### config.mk
export PLATFORM = sky130hd
export DESIGN_NAME = rc4_stream_cipher
export DESIGN_NICKNAME = d
export VERILOG_FILES = /design/src/sv/rc4_pkg.sv /design/src/sv/rc4_key_store.sv /design/src/sv/rc4_sbox_core.sv /design/src/sv/rc4_stream_cipher.sv
export SDC_FILE = /design/constraint.sdc
export NUM_CORES = 2
export LEC_CHECK = 0
export BUFFER_PORTS_ARGS = -buffer_cell sky130_fd_sc_hd__buf_2
export CORE_MARGIN = 2
export CORE_UTILIZATION = 55
export CTS_BUF_LIST = sky130_fd_sc_hd__clkbuf_16
export DETAILED_ROUTE_END_ITERATION = 7
export PLACE_DENSITY = 0.7
export SLEW_MARGIN = 30
export SYNTH_ARGS = -nofsm -noshare
export SYNTH_HDL_FRONTEND = slang
export SYNTH_SLANG_ARGS = --single-unit
### constraint.sdc
create_clock -name clock -period 13.1 [get_ports clock]
set_input_delay 1.965 -clock clock [delete_from_list [all_inputs] [get_ports clock]]
set_output_delay 1.965 -clock clock [all_outputs]
set_load 0.005 [all_outputs]
### src/sv/rc4_pkg.sv
// Shared types and constants for the RC4 stream cipher block.
`timescale 1ns / 1ps
`default_nettype none

package rc4_pkg;

   localparam int TABLE_DEPTH = 256;
   localparam int BYTE_W      = 8;
   localparam int KEY_CNT_W   = 9;

   // action codes of an input beat
   localparam logic ACT_KEY  = 1'b0;
   localparam logic ACT_DATA = 1'b1;

   typedef struct packed {
      logic              action;
      logic [BYTE_W-1:0] value;
      logic              last;
   } req_type;

   typedef struct packed {
      logic [BYTE_W-1:0] out_byte;
      logic              out_last;
   } rsp_type;

   // key store read request from the permutation engine
   typedef struct packed {
      logic              en;
      logic [BYTE_W-1:0] idx;
   } key_rd_type;

endpackage

`default_nettype wire

### src/sv/rc4_key_store.sv
// Key byte store with fill count and key-sequence tracking.
`timescale 1ns / 1ps
`default_nettype none

module rc4_key_store import rc4_pkg::*; (
   input  wire logic                 clock,
   input  wire logic                 reset,
   input  wire logic                 req_go,
   input  wire req_type              req_data,
   input  wire key_rd_type           key_rd,
   output logic [BYTE_W-1:0]         key_rd_data,
   output logic [KEY_CNT_W-1:0]      key_count
);

   logic [BYTE_W-1:0]    key_mem [TABLE_DEPTH];
   logic [BYTE_W-1:0]    rd_ff;
   logic [KEY_CNT_W-1:0] count_ff, count_in;
   logic                 loading_ff, loading_in;
   logic                 key_beat;
   logic                 store;
   logic [KEY_CNT_W-1:0] base;

   assign key_beat = req_go && (req_data.action == ACT_KEY);
   // a key beat outside a sequence starts a fresh key
   assign base     = loading_ff ? count_ff : '0;
   assign store    = key_beat && (base < KEY_CNT_W'(TABLE_DEPTH));

   always_comb begin
      count_in   = count_ff;
      loading_in = loading_ff;
      if (key_beat) begin
         count_in   = store ? base + 1'b1 : base;
         loading_in = !req_data.last;
      end
   end

   always_ff @(posedge clock) begin
      if (reset) begin
         count_ff   <= '0;
         loading_ff <= 1'b0;
      end else begin
         count_ff   <= count_in;
         loading_ff <= loading_in;
      end
   end

   always_ff @(posedge clock) begin
      if (store) begin
         key_mem[base[BYTE_W-1:0]] <= req_data.value;
      end
      if (key_rd.en) begin
         rd_ff <= key_mem[key_rd.idx];
      end
   end

   assign key_rd_data = rd_ff;
   assign key_count   = count_ff;

endmodule

`default_nettype wire

### src/sv/rc4_sbox_core.sv
// Permutation table memory with key schedule and keystream sequencer.
`timescale 1ns / 1ps
`default_nettype none

module rc4_sbox_core import rc4_pkg::*; (
   input  wire logic                 clock,
   input  wire logic                 reset,
   input  wire logic                 req_go,
   input  wire req_type              req_data,
   output logic                      idle,
   input  wire logic [KEY_CNT_W-1:0] key_count,
   output key_rd_type                key_rd,
   input  wire logic [BYTE_W-1:0]    key_rd_data,
   input  wire logic                 out_free,
   output logic                      res_load,
   output rsp_type                   res_data
);

   typedef enum logic [8:0] {
      ST_IDLE = 9'b000000001,
      ST_INIT = 9'b000000010,
      ST_K0   = 9'b000000100,
      ST_K1   = 9'b000001000,
      ST_K2   = 9'b000010000,
      ST_K3   = 9'b000100000,
      ST_P1   = 9'b001000000,
      ST_P2   = 9'b010000000,
      ST_P3   = 9'b100000000
   } state_type;

   state_type state_ff, state_in;

   logic [BYTE_W-1:0] perm_mem [TABLE_DEPTH];
   logic [BYTE_W-1:0] rd_ff;

   // i doubles as the sweep counter, j as the schedule accumulator
   logic [BYTE_W-1:0] i_ff, i_in;
   logic [BYTE_W-1:0] j_ff, j_in;
   logic [BYTE_W-1:0] kidx_ff, kidx_in;
   logic [BYTE_W-1:0] a_ff, a_in;
   logic [BYTE_W-1:0] b_ff, b_in;
   logic [BYTE_W-1:0] t_ff, t_in;
   logic [BYTE_W-1:0] val_ff, val_in;
   logic              last_ff, last_in;

   logic              we, re;
   logic [BYTE_W-1:0] wa, wd, ra;
   logic [BYTE_W-1:0] ksa_sum, j_step, t_sum, s_t;
   logic [KEY_CNT_W-1:0] kidx_inc;
   logic              kidx_wrap;

   assign ksa_sum   = j_ff + rd_ff + key_rd_data;
   assign j_step    = j_ff + rd_ff;
   assign t_sum     = a_ff + rd_ff;
   assign kidx_inc  = {1'b0, kidx_ff} + 1'b1;
   assign kidx_wrap = (kidx_inc >= key_count);

   // s[t] read overlaps the swap writes: take the swapped values directly
   always_comb begin
      if (t_ff == j_ff) begin
         s_t = a_ff;
      end else if (t_ff == i_ff) begin
         s_t = b_ff;
      end else begin
         s_t = rd_ff;
      end
   end

   always_comb begin
      state_in   = state_ff;
      i_in       = i_ff;
      j_in       = j_ff;
      kidx_in    = kidx_ff;
      a_in       = a_ff;
      b_in       = b_ff;
      t_in       = t_ff;
      val_in     = val_ff;
      last_in    = last_ff;
      we         = 1'b0;
      wa         = i_ff;
      wd         = i_ff;
      re         = 1'b0;
      ra         = i_ff;
      key_rd.en  = 1'b0;
      key_rd.idx = kidx_ff;
      res_load   = 1'b0;

      unique case (state_ff)
         ST_IDLE: begin
            if (req_go) begin
               if (req_data.action == ACT_KEY) begin
                  if (req_data.last) begin
                     i_in     = '0;
                     j_in     = '0;
                     state_in = ST_INIT;
                  end
               end else begin
                  i_in     = i_ff + 1'b1;
                  re       = 1'b1;
                  ra       = i_ff + 1'b1;
                  val_in   = req_data.value;
                  last_in  = req_data.last;
                  state_in = ST_P1;
               end
            end
         end
         ST_INIT: begin
            we   = 1'b1;
            i_in = i_ff + 1'b1;
            if (i_ff == '1) begin
               kidx_in  = '0;
               j_in     = '0;
               state_in = ST_K0;
            end
         end
         ST_K0: begin
            re        = 1'b1;
            key_rd.en = 1'b1;
            state_in  = ST_K1;
         end
         ST_K1: begin
            a_in     = rd_ff;
            j_in     = ksa_sum;
            re       = 1'b1;
            ra       = ksa_sum;
            state_in = ST_K2;
         end
         ST_K2: begin
            we       = 1'b1;
            wd       = rd_ff;
            state_in = ST_K3;
         end
         ST_K3: begin
            we      = 1'b1;
            wa      = j_ff;
            wd      = a_ff;
            i_in    = i_ff + 1'b1;
            kidx_in = kidx_wrap ? '0 : kidx_inc[BYTE_W-1:0];
            if (i_ff == '1) begin
               j_in     = '0;
               state_in = ST_IDLE;
            end else begin
               state_in = ST_K0;
            end
         end
         ST_P1: begin
            a_in     = rd_ff;
            j_in     = j_step;
            re       = 1'b1;
            ra       = j_step;
            state_in = ST_P2;
         end
         ST_P2: begin
            b_in     = rd_ff;
            we       = 1'b1;
            wd       = rd_ff;
            t_in     = t_sum;
            re       = 1'b1;
            ra       = t_sum;
            state_in = ST_P3;
         end
         ST_P3: begin
            // repeated while stalled; the write is idempotent
            we = 1'b1;
            wa = j_ff;
            wd = a_ff;
            if (out_free) begin
               res_load = 1'b1;
               state_in = ST_IDLE;
            end
         end
         default: begin
            state_in = ST_IDLE;
         end
      endcase
   end

   always_ff @(posedge clock) begin
      if (reset) begin
         state_ff <= ST_IDLE;
         i_ff     <= '0;
         j_ff     <= '0;
      end else begin
         state_ff <= state_in;
         i_ff     <= i_in;
         j_ff     <= j_in;
      end
   end

   always_ff @(posedge clock) begin
      kidx_ff <= kidx_in;
      a_ff    <= a_in;
      b_ff    <= b_in;
      t_ff    <= t_in;
      val_ff  <= val_in;
      last_ff <= last_in;
   end

   always_ff @(posedge clock) begin
      if (we) begin
         perm_mem[wa] <= wd;
      end
      if (re) begin
         rd_ff <= perm_mem[ra];
      end
   end

   assign idle              = (state_ff == ST_IDLE);
   assign res_data.out_byte = val_ff ^ s_t;
   assign res_data.out_last = last_ff;

endmodule

`default_nettype wire

### src/sv/rc4_stream_cipher.sv
// Top level of the RC4 stream cipher: handshakes, result register, assertions.
//
//   channel   dir   handshake              beat
//   req_      in    req_valid/req_ready    req_type: action, value, last
//   rsp_      out   rsp_valid/rsp_ready    rsp_type: out_byte, out_last
//
// Key beat: taken whenever the engine is idle; one with last set starts the key
// schedule: an identity fill of the table, then 256 swap steps, each reading
// s[i] and the key byte, reading s[j], then writing s[i] and s[j] in turn
// through the single write port of the table memory.
// Data beat: the engine steps through read s[i], read s[j], swap writes with the
// s[t] read alongside and load result; the next beat is taken back in idle.
// Reset clears the sequencer, indices, key count and the result valid; the
// table and key memories hold nothing defined until written.
// A stalled result holds the engine in its last step and no beat is taken;
// once the engine is idle, beats are taken even while a result waits.
`timescale 1ns / 1ps
`default_nettype none

module rc4_stream_cipher import rc4_pkg::*; (
   input  wire logic    clock,
   input  wire logic    reset,
   input  wire logic    req_valid,
   output logic         req_ready,
   input  wire req_type req_data,
   output logic         rsp_valid,
   input  wire logic    rsp_ready,
   output rsp_type      rsp_data
);

   logic                 core_idle;
   logic                 req_go;
   logic                 out_free;
   logic                 res_load;
   rsp_type              res_data;
   key_rd_type           key_rd;
   logic [BYTE_W-1:0]    key_rd_data;
   logic [KEY_CNT_W-1:0] key_count;

   logic                 rsp_valid_ff, rsp_valid_in;
   rsp_type              rsp_data_ff, rsp_data_in;

   assign req_ready = core_idle;
   assign req_go    = req_valid && core_idle;
   // result register is free when empty or being drained this cycle
   assign out_free  = !rsp_valid_ff || rsp_ready;

   rc4_key_store u_key_store (
      .clock       (clock),
      .reset       (reset),
      .req_go      (req_go),
      .req_data    (req_data),
      .key_rd      (key_rd),
      .key_rd_data (key_rd_data),
      .key_count   (key_count)
   );

   rc4_sbox_core u_sbox_core (
      .clock       (clock),
      .reset       (reset),
      .req_go      (req_go),
      .req_data    (req_data),
      .idle        (core_idle),
      .key_count   (key_count),
      .key_rd      (key_rd),
      .key_rd_data (key_rd_data),
      .out_free    (out_free),
      .res_load    (res_load),
      .res_data    (res_data)
   );

   always_comb begin
      rsp_valid_in = rsp_valid_ff;
      rsp_data_in  = rsp_data_ff;
      if (res_load) begin
         rsp_valid_in = 1'b1;
         rsp_data_in  = res_data;
      end else if (rsp_ready) begin
         rsp_valid_in = 1'b0;
      end
   end

   always_ff @(posedge clock) begin
      if (reset) begin
         rsp_valid_ff <= 1'b0;
      end else begin
         rsp_valid_ff <= rsp_valid_in;
      end
   end

   always_ff @(posedge clock) begin
      rsp_data_ff <= rsp_data_in;
   end

   assign rsp_valid = rsp_valid_ff;
   assign rsp_data  = rsp_data_ff;

   // a data beat keeps the engine busy for the following cycle
   a_data_busy: assert property (@(posedge clock) disable iff (reset)
      req_valid && req_ready && (req_data.action == ACT_DATA) |=> !req_ready)
      else $error("engine idle right after a data beat");

   // the final key byte starts the schedule
   a_sched_start: assert property (@(posedge clock) disable iff (reset)
      req_valid && req_ready && (req_data.action == ACT_KEY) && req_data.last
      |=> !req_ready)
      else $error("schedule did not start on final key byte");

   // an ordinary key byte never blocks the input
   a_key_pass: assert property (@(posedge clock) disable iff (reset)
      req_valid && req_ready && (req_data.action == ACT_KEY) && !req_data.last
      |=> req_ready)
      else $error("input blocked after a plain key byte");

   // a result appears only as the engine returns to idle
   a_rsp_on_idle: assert property (@(posedge clock) disable iff (reset)
      $rose(rsp_valid) |-> req_ready && !$past(req_ready))
      else $error("result loaded outside the final data step");

endmodule

`default_nettype wire

==> results by group <==
Run status
  • Status: complete, but fails checks
  • Failing checks: design-rule violations

Worst setup path
  • Critical path launch point type: register
  • Worst path arrival time: 8.12 ns
  • Worst reg2reg path startpoint: u_sbox_core.rd_ff[0]
  • Max FO, Critical Path: 85
  • Worst setup EP type: register
  • Req. time, crit path: 13.87 ns
  • Crit Path Category: reg -> reg
  • RR Endpoint: u_sbox_core.rd_ff[4]
  • Worst reg-to-reg setup slack: 5.75 ns
  • R2r worst-path depth: 19

CTS
  • CTS clk-pin slew, worst paths: about 0.060 ns
  • PostCTS Resize Cnt: 0
  • Post-CTS Setup Bufs: 0
  • Clock sink total: around 4.2k
  • CTS tree: yes
  • CTS H-tree depth: 5
  • Clock Tree Buf Depth: 4
  • CTS buffer count: 413
  • Worst-Skew Late Latency: approximately 0.99 ns
  • CTS Hold Bufs: 0
  • Root Buffer: clkbuf_16

Detailed routing
  • DR DRC count: 3
  • Initial detailed-routing violation count: 12.3k
  • Remaining antenna violation count: 0
  • Number of detailed-route iterations in the first pass: 8
  • WL final: 428 mm
  • Vias: around 90k
  • WL per Instance: 30.6 um
  • Vias per inst: 6.55

Global routing
  • Initial antenna violation count: 10
  • GR Overflow Total: 0
  • Total track usage: 27.4%
  • Largest net degree at the start of global routing: between 200 and 250
  • Number of global-route vias before repair: 89.4k
  • First-pass GRT wire length: 619 mm

Floorplan
  • Top Ports: 25
  • Die H: roughly 560 um
  • Chip width: 555 um
  • Row count: 202
  • Core area: approximately 300,000 um^2
  • Initial Util: a little under three fifths
  • Die area: 308,000 um^2

Power
  • VDD IR-drop max: 0.187 mV
  • Pwr/cell area: 165 nW/um^2
  • Leak: slightly above 60 nW
  • Power, Total: 30.5 mW

STA
  • Setup violators final: 0
  • Slew HR: about 27%
  • Max Clock Skew: 0.0661 ns
  • Measured slew at the worst slew-check pin: 1.09 ns
  • Max Slew Vio Count: 0
  • Final Hold Vio Count: 0
  • Fin crit share: 56.1%
  • Setup TNS: 0 ns
  • Max Fclk: 136 MHz
  • Tmin final: about 7.4 ns
  • RSZ-0062 raised after global routing: no
  • Setup ws final: 5.75 ns

Synthesis
  • Seq/Total Area, Yosys: 75.3%
  • Mux contribution to synthesized area: between 10% and 20%
  • Syn Inst Count: 9,685
  • Synth Area in XOR/XNOR: 0.255%
  • Post-Synthesis Cell Area: 167,000 um^2
  • Prevailing post-synth register cell: edfxtp_1
  • Compound-Gate Fraction of Synth Area: approximately 6.0%
  • Largest family of logic cells by synthesized area: multiplexers
  • Post-synth EDFFs: 4,162
  • Ys async rst share: 0%
  • Yosys cell types: 98
  • Synth Warn #: 0
  • Syn Nets: 9,740
  • Post-Synth Adder-Cell Area: 0.321%
  • FF+latch count, synth: 4,198
  • Post-Synth Simple-Gate Area: 5.40%
  • Average size of a mapped cell: 17.2 um^2

Flow run
  • # Max-Cap Violations: 0

Layout
  • Final net count: 9,731
  • Share of cells above drive strength 1: approximately 15%
  • P&R area growth vs syn: 10.5%

Placed design
  • Dpl ws: 5.60 ns
  • IO Port Bufs: 24
  • Final GP Congestion: 0.932
  • Post-DP HPWL: 255 mm

Hold path
  • Worst Hold End: rsp_data[0]
  • Hold WC Path Type: reg -> reg
  • Hold depth: 0
  • Hold wc startpoint: u_sbox_core.last_ff
-- cell type report --
cell class,instances,area (um^2)
diodes,7,17.5
clock inverters,332,2750
fillers,21200,118000
clock buffers,420,10500
repair buffers,177,1650
inverters,26,97.6
well taps,3978,4980
flip-flops and latches,4198,126000
multi-input cells,4860,38800
-- cell usage in the layout, fill, tap and decap left out, types with 14 or more instances in the layout --
cell type | synthesis | layout
and3_1 | 121 | 121
o21ai_0 | 214 | 212
nand2_1 | 923 | 901
a211oi_1 | 118 | 117
a311oi_1 | 20 | 20
a21oi_1 | 455 | 453
a21o_1 | 16 | 15
buf_6 | 27 | 17
nand4_1 | 32 | 32
ha_1 | 38 | 38
mux2_2 | 124 | 124
a31o_2 | 17 | 17
mux4_2 | 518 | 518
nor2_2 | 1 | 26
xnor2_1 | 18 | 18
o2111ai_1 | 15 | 15
edfxtp_1 | 4162 | 4162
buf_12 | 1 | 14
or4_1 | 16 | 16
nor2_1 | 582 | 554
nand3_1 | 234 | 226
a22oi_1 | 98 | 98
buf_2 | 122 | 16
nand2b_1 | 18 | 17
nand2_2 | 2 | 14
clkinv_1 | 0 | 99
dfxtp_1 | 36 | 35
mux2i_1 | 524 | 522
clkbuf_16 | 0 | 420
nor3_1 | 34 | 29
a22o_1 | 37 | 37
bufinv_16 | 0 | 41
xor2_1 | 28 | 28
a31oi_1 | 68 | 68
inv_1 | 25 | 114
o221ai_1 | 146 | 146
o22ai_1 | 198 | 198
a211o_1 | 14 | 14
buf_4 | 53 | 118
clkinv_2 | 0 | 73
-- cell usage after synthesis (all sizes together) (15+ instances only) --
| cell | count | area [um^2] |
|---|---|---|
| a21oi | 457 | 2290 |
| xor2 | 28 | 245 |
| a22oi | 99 | 748 |
| a2111oi | 16 | 141 |
| o2111ai | 15 | 131 |
| a31o | 23 | 201 |
| xnor2 | 18 | 158 |
| a22o | 37 | 324 |
| inv | 26 | 97.6 |
| o22ai | 198 | 1240 |
| a21o | 16 | 120 |
| a211oi | 120 | 911 |
| nand3 | 237 | 1210 |
| o21ai | 216 | 1080 |
| nand2b | 18 | 113 |
| nand4 | 33 | 221 |
| a31oi | 69 | 447 |
| mux4 | 518 | 11700 |
| mux2 | 124 | 1400 |
| a311oi | 20 | 175 |
| or4 | 16 | 120 |
| mux2i | 524 | 5250 |
| edfxtp | 4162 | 125000 |
| ha | 38 | 475 |
| nand2 | 926 | 3490 |
| nor3 | 38 | 210 |
| and3 | 122 | 764 |
| buf | 283 | 1660 |
| nor4 | 23 | 209 |
| clkbuf | 318 | 1190 |
| nor2 | 584 | 2200 |
| o221ai | 146 | 1280 |
| dfxtp | 36 | 721 |
-- state kept, by name (all words and copies together) (netlist names), 9 cells and up --
register and cells:
rsp_data 9, u_key_store.key_count 9, u_key_store.key_mem 2048, u_sbox_core.perm_mem 2048, u_sbox_core.state_ff 9
-- worst max-delay path: stages (launching register included) --
cell and delay (ns):
edfxtp_1 0.64, ha_1 0.30, inv_1 0.07, fa_1 0.40, xnor2_1 0.25, ha_1 0.32
a21oi_1 0.23, nand2_1 0.09, xor2_1 0.36, a211oi_4 0.11, buf_4 0.33, nand2_8 0.56
buf_4 0.74, buf_4 0.88, mux2i_1 0.19, o22a_1 0.24, o2111ai_1 0.10, o21ai_0 0.30
or4_1 0.60, nor4_2 0.34
-- kinds of logic after synthesis --
kind of cell,after synthesis
AND/OR/NAND/NOR,2061
XOR/XNOR,47
flip-flops,4198
multiplexers,1166
AO/OA/AOI/OAI,1545
adder cells (fa/ha/maj),41
buffers and inverters,627
-- through the flow --
| step | instances | hold slack, ns | utilization, % | area [um^2] |
|---|---|---|---|---|
| floorplan | 9685 | 0.400 | - | 167000 |
| global placement | 13200 | 0.406 | 56.5 | 171000 |
| detailed placement | 13200 | 0.407 | 56.5 | 171000 |
| CTS | 14000 | 0.440 | 60.9 | 184000 |
| global route | 14000 | 0.460 | 61.0 | 184000 |
| finish | 14000 | 0.436 | 61.0 | 184000 |
-- metal layers --
metal	wire length, um	GRT usage (%)
met1	160000	37.1
met2	204000	43.4
met4	22300	12.8
met5	17	0
met3	41900	4.96
-- worst max path at each step --
stage	from	slack, ns	end
floorplan	u_sbox_core.state_ff[1]	7.31	u_sbox_core.perm_mem[0][2]
global placement	req_data[9]	5.77	u_sbox_core.rd_ff[4]
detailed placement	req_data[9]	5.60	u_sbox_core.rd_ff[4]
CTS	u_sbox_core.rd_ff[0]	5.87	u_sbox_core.rd_ff[4]
global route	u_sbox_core.rd_ff[0]	5.37	u_sbox_core.rd_ff[4]
finish	u_sbox_core.rd_ff[0]	5.75	u_sbox_core.rd_ff[4]
-- report_power, final --
group	internal (mW)	switching, mW
Sequential	14.8	0.0608
Combinational	1.37	2.62
Clock	6.61	5.01
Total	22.8	7.70
Note: power is estimated with default switching activity, not from simulation.
